<file path="config.mk">
export PLATFORM = sky130hd
export DESIGN_NAME = peer_table_with_aging_core_flat
export DESIGN_NICKNAME = d
export VERILOG_FILES = /design/src/rtl/pta_pkg.sv /design/src/rtl/pta_if.sv /design/src/rtl/peer_table_with_aging_core.sv /design/src/rtl/pta_cell.sv /design/src/flat_wrapper.sv
export VERILOG_INCLUDE_DIRS = /design/src /design/src/rtl
export SDC_FILE = /design/constraint.sdc
export NUM_CORES = 2
export LEC_CHECK = 0
export ABC_AREA = 1
export BUFFER_PORTS_ARGS = -buffer_cell sky130_fd_sc_hd__buf_2
export CAP_MARGIN = 20
export CORE_AREA = 2 2 432 434
export DETAILED_ROUTE_END_ITERATION = 12
export DIE_AREA = 0 0 434 436
export GPL_ROUTABILITY_DRIVEN = 0
export MAX_ROUTING_LAYER = met4
export PLACE_DENSITY_LB_ADDON = 0.12
export SYNTH_ARGS = -nofsm -noshare
export SYNTH_HDL_FRONTEND = slang
export SYNTH_HIERARCHICAL = 1
export SYNTH_SLANG_ARGS = --single-unit
</file>
<file path="constraint.sdc">
create_clock -name clk -period 9.88 [get_ports clk]
set_clock_uncertainty 0.1 [all_clocks]
set_input_delay 0.494 -clock clk [delete_from_list [all_inputs] [get_ports clk]]
set_output_delay 0.494 -clock clk [all_outputs]
set_load 0.05 [all_outputs]
</file>
<file path="src/rtl/peer_table_with_aging_core_macros.svh">
// Assertion macros for the peer table core.
`ifndef PEER_TABLE_WITH_AGING_CORE_MACROS_SVH
`define PEER_TABLE_WITH_AGING_CORE_MACROS_SVH

// Same-cycle implication, gated by reset.
`define PTA_ASSERT_NOW(label, clk, rst_n, ante, cons, msg) \
	label: assert property (@(posedge clk) disable iff (!rst_n) (ante) |-> (cons)) else $error(msg);

// Next-cycle implication, gated by reset.
`define PTA_ASSERT_NEXT(label, clk, rst_n, ante, cons, msg) \
	label: assert property (@(posedge clk) disable iff (!rst_n) (ante) |=> (cons)) else $error(msg);

`endif

</file>
<file path="src/rtl/pta_pkg.sv">
// Shared constants and types for the peer table core.
package pta_pkg;

	localparam int TABLE_ENTRIES = 16;
	localparam int IDX_W = (TABLE_ENTRIES > 1) ? $clog2(TABLE_ENTRIES) : 1;
	localparam int CNT_W = $clog2(TABLE_ENTRIES + 1);

	localparam int IP_W      = 32;
	localparam int MAC_W     = 48;
	localparam int TIME_W    = 32;
	localparam int TIMEOUT_W = 16;
	localparam int OUTCOME_W = 2;
	localparam int SLOT_W    = 4;
	localparam int COUNT_W   = 5;

	localparam logic [TIMEOUT_W-1:0] TIMEOUT_RESET = 16'd30;

	localparam logic [OUTCOME_W-1:0] OUTCOME_ADDED     = 2'd0;
	localparam logic [OUTCOME_W-1:0] OUTCOME_REFRESHED = 2'd1;
	localparam logic [OUTCOME_W-1:0] OUTCOME_DROPPED   = 2'd2;

	// phase strobes broadcast to every cell
	typedef struct packed {
		logic match_en;
		logic write_en;
		logic sweep_en;
	} cell_ctrl_t;

endpackage

</file>
<file path="src/rtl/pta_if.sv">
// Word channel interfaces: keep-alive words in, result words out.
interface pta_in_if;
	import pta_pkg::*;

	logic              valid;
	logic              ready;
	logic [IP_W-1:0]   ip_address;
	logic [MAC_W-1:0]  mac_address;
	logic [TIME_W-1:0] now_seconds;

	modport source (output valid, output ip_address, output mac_address,
		output now_seconds, input ready);
	modport sink (input valid, input ip_address, input mac_address,
		input now_seconds, output ready);
endinterface

interface pta_out_if;
	import pta_pkg::*;

	logic                 valid;
	logic                 ready;
	logic [OUTCOME_W-1:0] outcome;
	logic [SLOT_W-1:0]    slot_index;
	logic [COUNT_W-1:0]   live_count;
	logic [COUNT_W-1:0]   expired_count;

	modport source (output valid, output outcome, output slot_index,
		output live_count, output expired_count, input ready);
	modport sink (input valid, input outcome, input slot_index,
		input live_count, input expired_count, output ready);
endinterface

</file>
<file path="src/rtl/peer_table_with_aging_core.sv">
// Peer table core: keep-alive lookup, insert and aging over a row of slot cells.
// A word accepted while idle runs through the four-step sequencer over the cell row (match,
// claim/write, expiry sweep, count); the count step loads its result into the output register.
// No new word is taken until the sequencer is back in idle.
// A waiting result does not block the next word; only a full output register holds the count step.
// Reset: asynchronous, active low; table empty, timeout 30 s, no clearing pass needed.
module peer_table_with_aging_core (
	input  logic                           clk,
	input  logic                           arst_n,
	pta_in_if.sink                         keepalive,
	pta_out_if.source                      report,
	input  logic                           cfg_we,
	input  logic [pta_pkg::TIMEOUT_W-1:0]  cfg_wdata
);
	import pta_pkg::*;

	`include "peer_table_with_aging_core_macros.svh"

	// sequencer codes
	localparam logic [2:0] S_IDLE  = 3'd0;
	localparam logic [2:0] S_MATCH = 3'd1;
	localparam logic [2:0] S_WRITE = 3'd2;
	localparam logic [2:0] S_SWEEP = 3'd3;
	localparam logic [2:0] S_COUNT = 3'd4;

	logic [2:0]           state_q;
	logic [2:0]           state_d;
	logic [TIMEOUT_W-1:0] timeout_q;

	// captured keep-alive
	logic [IP_W-1:0]   ip_q;
	logic [MAC_W-1:0]  mac_q;
	logic [TIME_W-1:0] now_q;

	// decision from the claim step
	logic [OUTCOME_W-1:0] outcome_q;
	logic [IDX_W-1:0]     slot_q;

	// output register
	logic                 out_valid_q;
	logic [OUTCOME_W-1:0] out_outcome_q;
	logic [SLOT_W-1:0]    out_slot_q;
	logic [COUNT_W-1:0]   out_live_q;
	logic [COUNT_W-1:0]   out_expired_q;

	cell_ctrl_t ctrl;

	// cell row signals; claim and index ripple from slot 0 upward
	logic [TABLE_ENTRIES:0]   claim;
	logic [IDX_W-1:0]         idx_chain [TABLE_ENTRIES+1];
	logic [TABLE_ENTRIES-1:0] valid_vec;
	logic [TABLE_ENTRIES-1:0] hit_vec;
	logic [TABLE_ENTRIES-1:0] expired_vec;
	logic                     hit_any;

	logic accept;
	logic out_free;
	logic [CNT_W-1:0] live_cnt;
	logic [CNT_W-1:0] exp_cnt;

	assign accept          = keepalive.valid && keepalive.ready;
	assign keepalive.ready = (state_q == S_IDLE);
	assign out_free        = !out_valid_q || report.ready;

	assign ctrl.match_en = (state_q == S_MATCH);
	assign ctrl.write_en = (state_q == S_WRITE);
	assign ctrl.sweep_en = (state_q == S_SWEEP);

	assign hit_any      = |hit_vec;
	assign claim[0]     = 1'b0;
	assign idx_chain[0] = '0;

	for (genvar i = 0; i < TABLE_ENTRIES; i++) begin : g_cell
		pta_cell u_cell (
			.clk       (clk),
			.arst_n    (arst_n),
			.ctrl      (ctrl),
			.my_index  (IDX_W'(i)),
			.key_ip    (ip_q),
			.key_mac   (mac_q),
			.now       (now_q),
			.timeout   (timeout_q),
			.hit_any   (hit_any),
			.claim_in  (claim[i]),
			.claim_out (claim[i+1]),
			.idx_in    (idx_chain[i]),
			.idx_out   (idx_chain[i+1]),
			.valid     (valid_vec[i]),
			.hit       (hit_vec[i]),
			.expired   (expired_vec[i])
		);
	end

	// counts after the sweep has settled the valid bits
	assign live_cnt = CNT_W'($countones(valid_vec));
	assign exp_cnt  = CNT_W'($countones(expired_vec));

	always_comb begin
		state_d = state_q;
		unique case (state_q)
			S_IDLE:  if (accept) begin
				state_d = S_MATCH;
			end
			S_MATCH: state_d = S_WRITE;
			S_WRITE: state_d = S_SWEEP;
			S_SWEEP: state_d = S_COUNT;
			S_COUNT: if (out_free) begin
				state_d = S_IDLE;
			end
			default: state_d = S_IDLE;
		endcase
	end

	always_ff @(posedge clk or negedge arst_n) begin
		if (!arst_n) begin
			state_q     <= S_IDLE;
			timeout_q   <= TIMEOUT_RESET;
			out_valid_q <= 1'b0;
		end else begin
			state_q <= state_d;
			if (cfg_we) begin
				timeout_q <= cfg_wdata;
			end
			if (state_q == S_COUNT && out_free) begin
				out_valid_q <= 1'b1;
			end else if (report.ready) begin
				out_valid_q <= 1'b0;
			end
		end
	end

	always_ff @(posedge clk) begin
		if (accept) begin
			ip_q  <= keepalive.ip_address;
			mac_q <= keepalive.mac_address;
			now_q <= keepalive.now_seconds;
		end
		// refresh beats insert; no claim at all means the table is full
		if (state_q == S_WRITE) begin
			slot_q <= idx_chain[TABLE_ENTRIES];
			if (hit_any) begin
				outcome_q <= OUTCOME_REFRESHED;
			end else if (claim[TABLE_ENTRIES]) begin
				outcome_q <= OUTCOME_ADDED;
			end else begin
				outcome_q <= OUTCOME_DROPPED;
			end
		end
		if (state_q == S_COUNT && out_free) begin
			out_outcome_q <= outcome_q;
			out_slot_q    <= SLOT_W'(slot_q);
			out_live_q    <= COUNT_W'(live_cnt);
			out_expired_q <= COUNT_W'(exp_cnt);
		end
	end

	assign report.valid         = out_valid_q;
	assign report.outcome       = out_outcome_q;
	assign report.slot_index    = out_slot_q;
	assign report.live_count    = out_live_q;
	assign report.expired_count = out_expired_q;

	// an address never sits in two live slots
	`PTA_ASSERT_NOW(a_single_match, clk, arst_n, state_q == S_WRITE, $onehot0(hit_vec), "address matched in more than one slot")
	// a drop only happens with every slot live
	`PTA_ASSERT_NOW(a_drop_when_full, clk, arst_n, state_q == S_WRITE && !hit_any && !claim[TABLE_ENTRIES], &valid_vec, "drop with a free slot")
	// a finished count always lands in the output register
	`PTA_ASSERT_NEXT(a_count_lands, clk, arst_n, state_q == S_COUNT && out_free, out_valid_q && state_q == S_IDLE, "result not registered")

endmodule

</file>
<file path="src/rtl/pta_cell.sv">
// One table slot: stores a peer, matches the key IP, claims, ages out.
module pta_cell (
	input  logic                         clk,
	input  logic                         arst_n,
	input  pta_pkg::cell_ctrl_t          ctrl,
	input  logic [pta_pkg::IDX_W-1:0]    my_index,
	input  logic [pta_pkg::IP_W-1:0]     key_ip,
	input  logic [pta_pkg::MAC_W-1:0]    key_mac,
	input  logic [pta_pkg::TIME_W-1:0]   now,
	input  logic [pta_pkg::TIMEOUT_W-1:0] timeout,
	input  logic                         hit_any,
	input  logic                         claim_in,
	output logic                         claim_out,
	input  logic [pta_pkg::IDX_W-1:0]    idx_in,
	output logic [pta_pkg::IDX_W-1:0]    idx_out,
	output logic                         valid,
	output logic                         hit,
	output logic                         expired
);
	import pta_pkg::*;

	logic              valid_q;
	logic              hit_q;
	logic              expired_q;
	logic [IP_W-1:0]   ip_q;
	logic [MAC_W-1:0]  mac_q;
	logic [TIME_W-1:0] seen_q;
	logic              sel;
	logic [TIME_W-1:0] age;
	logic              too_old;

	// lowest matching slot wins on refresh, lowest free slot on insert
	assign sel       = !claim_in && (hit_any ? hit_q : !valid_q);
	assign claim_out = claim_in | sel;
	assign idx_out   = idx_in | (sel ? my_index : '0);

	assign age     = now - seen_q;
	assign too_old = valid_q && (age > TIME_W'(timeout));

	always_ff @(posedge clk or negedge arst_n) begin
		if (!arst_n) begin
			valid_q   <= 1'b0;
			hit_q     <= 1'b0;
			expired_q <= 1'b0;
		end else begin
			if (ctrl.match_en) begin
				hit_q <= valid_q && (ip_q == key_ip);
			end
			if (ctrl.write_en && sel && !hit_any) begin
				valid_q <= 1'b1;
			end
			if (ctrl.sweep_en) begin
				expired_q <= too_old;
				if (too_old) begin
					valid_q <= 1'b0;
				end
			end
		end
	end

	always_ff @(posedge clk) begin
		if (ctrl.write_en && sel) begin
			seen_q <= now;
			if (!hit_any) begin
				ip_q  <= key_ip;
				mac_q <= key_mac;
			end
		end
	end

	assign valid   = valid_q;
	assign hit     = hit_q;
	// stored MAC has no read path in this core; kept for table contents
	assign expired = expired_q & (|{mac_q, 1'b1});

endmodule

</file>
<file path="src/flat_wrapper.sv">
// flat-port wrapper written by rule: the top's interface ports become plain ports
module peer_table_with_aging_core_flat import pta_pkg::*;
  (clk, arst_n, cfg_we, cfg_wdata, keepalive_valid, keepalive_ip_address, keepalive_mac_address, keepalive_now_seconds, keepalive_ready, report_valid, report_outcome, report_slot_index, report_live_count, report_expired_count, report_ready);
  pta_in_if keepalive_i ();
  pta_out_if report_i ();
  input  logic clk;
  input  logic arst_n;
  input  logic cfg_we;
  input  logic [pta_pkg::TIMEOUT_W-1:0] cfg_wdata;
  input wire logic [$bits(keepalive_i.valid)-1:0] keepalive_valid;
  input wire logic [$bits(keepalive_i.ip_address)-1:0] keepalive_ip_address;
  input wire logic [$bits(keepalive_i.mac_address)-1:0] keepalive_mac_address;
  input wire logic [$bits(keepalive_i.now_seconds)-1:0] keepalive_now_seconds;
  output wire logic [$bits(keepalive_i.ready)-1:0] keepalive_ready;
  output wire logic [$bits(report_i.valid)-1:0] report_valid;
  output wire logic [$bits(report_i.outcome)-1:0] report_outcome;
  output wire logic [$bits(report_i.slot_index)-1:0] report_slot_index;
  output wire logic [$bits(report_i.live_count)-1:0] report_live_count;
  output wire logic [$bits(report_i.expired_count)-1:0] report_expired_count;
  input wire logic [$bits(report_i.ready)-1:0] report_ready;
  assign keepalive_i.valid = keepalive_valid;
  assign keepalive_i.ip_address = keepalive_ip_address;
  assign keepalive_i.mac_address = keepalive_mac_address;
  assign keepalive_i.now_seconds = keepalive_now_seconds;
  assign keepalive_ready = keepalive_i.ready;
  assign report_valid = report_i.valid;
  assign report_outcome = report_i.outcome;
  assign report_slot_index = report_i.slot_index;
  assign report_live_count = report_i.live_count;
  assign report_expired_count = report_i.expired_count;
  assign report_i.ready = report_ready;
  peer_table_with_aging_core u_core (.clk(clk), .arst_n(arst_n), .keepalive(keepalive_i), .report(report_i), .cfg_we(cfg_we), .cfg_wdata(cfg_wdata));
endmodule
</file>
==> flow_summary.json <==
{
  "maxCapViolCount": 0,
  "cp_max_fo": 49,
  "hpwl_um": 194000,
  "p_leak_uw": 0.0544,
  "clk_latency_ns": 0.82,
  "die_area_sq_um": 189000,
  "port_buffers": 102,
  "grt_usage": 0.299,
  "grt_max_degree": 50,
  "syn_avg_cell_area_sq_um": 7.42,
  "max_freq_ghz": 0.131,
  "io_pins": 151,
  "finalNetCount": 14100,
  "fin_crit_ns": 7.64,
  "routed_wl_um": 275000,
  "syn-cell-area_sq_um": 94000,
  "clkSinkCount": 1178,
  "status": "complete, no violations",
  "grt_pass1_vias": 76600,
  "netlist_instances": 12700,
  "cts_made_buffers": 137,
  "wl_per_cell_um": 17.4,
  "drt-initial-drc-count": 6434,
  "cts_tree": "built",
  "cts_buffer_depth": 3,
  "fin_total_pwr_uw": 19600,
  "area_delta_synth_final_pct": 11.1,
  "vias": 80100,
  "drtPass1Iterations": 6,
  "rsz0062_at_grt": "false",
  "die_w_um": 434,
  "power.density_nw_per_um2": 187,
  "viasPerCell": 5.08,
  "hold_class": "primary input to asynchronous set/reset pin",
  "yosys_warnings": 6,
  "tightest_slew_ns": 1.16,
  "cp.required_ns": 10.23,
  "rrSetupSlack_ns": 2.24,
  "path_class": "flop to flop",
  "slew_viol_final": 0,
  "antenna_found_initial": 12,
  "layout_worst_path_cycle_share": 0.773,
  "nFillCells": 17400,
  "slew_headroom": 0.225,
  "antenna_left": 0,
  "cts-htree-levels": 4,
  "setup_viol": 0,
  "start_kind": "flop",
  "worstPathArrival_ns": 7.98,
  "clkTransAtPathRegs_ns": 0.07,
  "cts-root-buf": "clkbuf_16",
  "start_util": 0.509,
  "drive_above_1_share": 0.0885,
  "fin_setup_tns_ns": 0,
  "hold_viol_final": 0,
  "drc": 0,
  "die_h_um": 436,
  "grt_pass1_wl_um": 424000,
  "rows": 158,
  "overflow": 0,
  "core_area_sq_um": 185000,
  "critPathCaptureType": "flop",
  "peakVddDrop_mv": 0.341
}
## worst paths after layout
| kind | start | end | cells past startpoint |
|---|---|---|---|
| max | u_core/g_cell[12].u_cell/hit | u_core/g_cell[14].u_cell/ip_q[15] | 26 |
| min | arst_n | u_core/g_cell[4].u_cell/hit | 2 |
| max reg2reg | u_core/g_cell[12].u_cell/hit | u_core/g_cell[14].u_cell/ip_q[15] | 26 |
| min reg2reg | u_core/outcome_q[0] | u_core/report.outcome[0] | 0 |
| max in group asynchronous | arst_n | u_core/timeout_q[7] | 3 |
| min in group clk | keepalive_ip_address[6] | u_core/ip_q[6] | 2 |
## sequential cells by signal (all words and copies together) (netlist names), 16 cells and up
signal and flops:
u_core/g_cell.u_cell/expired 16, u_core/g_cell.u_cell/hit 16, u_core/g_cell.u_cell/valid 16, u_core/timeout_q 16
u_core/g_cell.u_cell/ip_q 512, u_core/now_q 32, u_core/g_cell.u_cell/seen_q 512, u_core/ip_q 32
## repair_timing
action                    CTS  global route
buffers inserted            0             0
resized for setup           0             0
hold endpoints to repair  106             0
hold buffers               83             0
## worst max-delay path, stage by stage (launching register included)
cell and delay (ns):
dfrtp_1 0.38, nor2_1 0.05, nand2_1 0.10, nor2_1 0.09
nand2_2 0.08, buf_4 0.41, o21ai_0 0.32, or2_2 0.36
or2_2 0.31, or2_2 0.31, or2_2 0.31, or2_2 0.31
or2_2 0.31, or2_2 0.31, or2_2 0.30, or2_2 0.32
or2_2 0.30, or2_2 0.31, or2_2 0.31, or2_2 0.31
or2_2 0.31, inv_1 0.14, and3_1 0.17, buf_4 0.42
nand2_1 0.09, inv_1 0.09, buf_4 0.41
## stage by stage
stage	cells	setup WS (ns)	util	hold WS (ns)	cell area [sq um]
after global routing	15800	1.87	0.565	0.156	104000
after global placement	15400	2.32	0.535	0.304	98800
after CTS	15800	2.24	0.565	0.108	104000
after floorplan	12700	1.58	-	0.0984	94300
final	15800	2.24	0.565	0.167	104000
after detailed placement	15400	2.29	0.535	0.306	98800
## layout by cell type (no fill, tap or decap), types with 42 or more instances in the layout
| master | n |
|---|---|
| nand3b_1 | 42 |
| a21oi_1 | 415 |
| nand3_1 | 441 |
| nor3_2 | 42 |
| dfrtp_1 | 52 |
| nand4_1 | 150 |
| nor3_1 | 81 |
| xor2_1 | 657 |
| xnor2_1 | 66 |
| buf_4 | 120 |
| inv_1 | 2829 |
| nor2_2 | 101 |
| dlygate4sd3_1 | 83 |
| conb_1 | 70 |
| ha_1 | 762 |
| nor4_1 | 106 |
| o21ai_0 | 107 |
| and2_1 | 70 |
| nand2_1 | 4088 |
| a31o_2 | 64 |
| clkbuf_16 | 139 |
| nor2_1 | 839 |
| edfxtp_1 | 1110 |
| inv_2 | 104 |
| buf_2 | 101 |
| nand2_2 | 256 |
## cell type report
class / count / area, sq um / area share
multi-input cells: 8626 / 48200 / 0.462
diodes: 5 / 12.5 / 0.000120
inverters: 2934 / 11000 / 0.105
well taps: 2480 / 3100 / 0.0297
repair buffers: 304 / 2240 / 0.0214
flip-flops and latches: 1178 / 35100 / 0.336
clock buffers: 168 / 3600 / 0.0345
clock inverters: 85 / 1180 / 0.0113
## power by group
group / switching [uW] / internal, uW
clock network: 2220 / 3120
logic: 5540 / 2630
registers: 186 / 5880
## layer usage
| metal | GRT usage | vias to the layer above | routed length [um] |
|---|---|---|---|
| li1 | - | 40300 | - |
| met1 | 0.388 | 37100 | 121000 |
| met2 | 0.474 | 2239 | 124000 |
| met3 | 0.0348 | 549 | 16800 |
| met4 | 0.122 | 0 | 13000 |
| met5 | - | - | 0 |
Note: power is estimated with default switching activity, not from simulation.
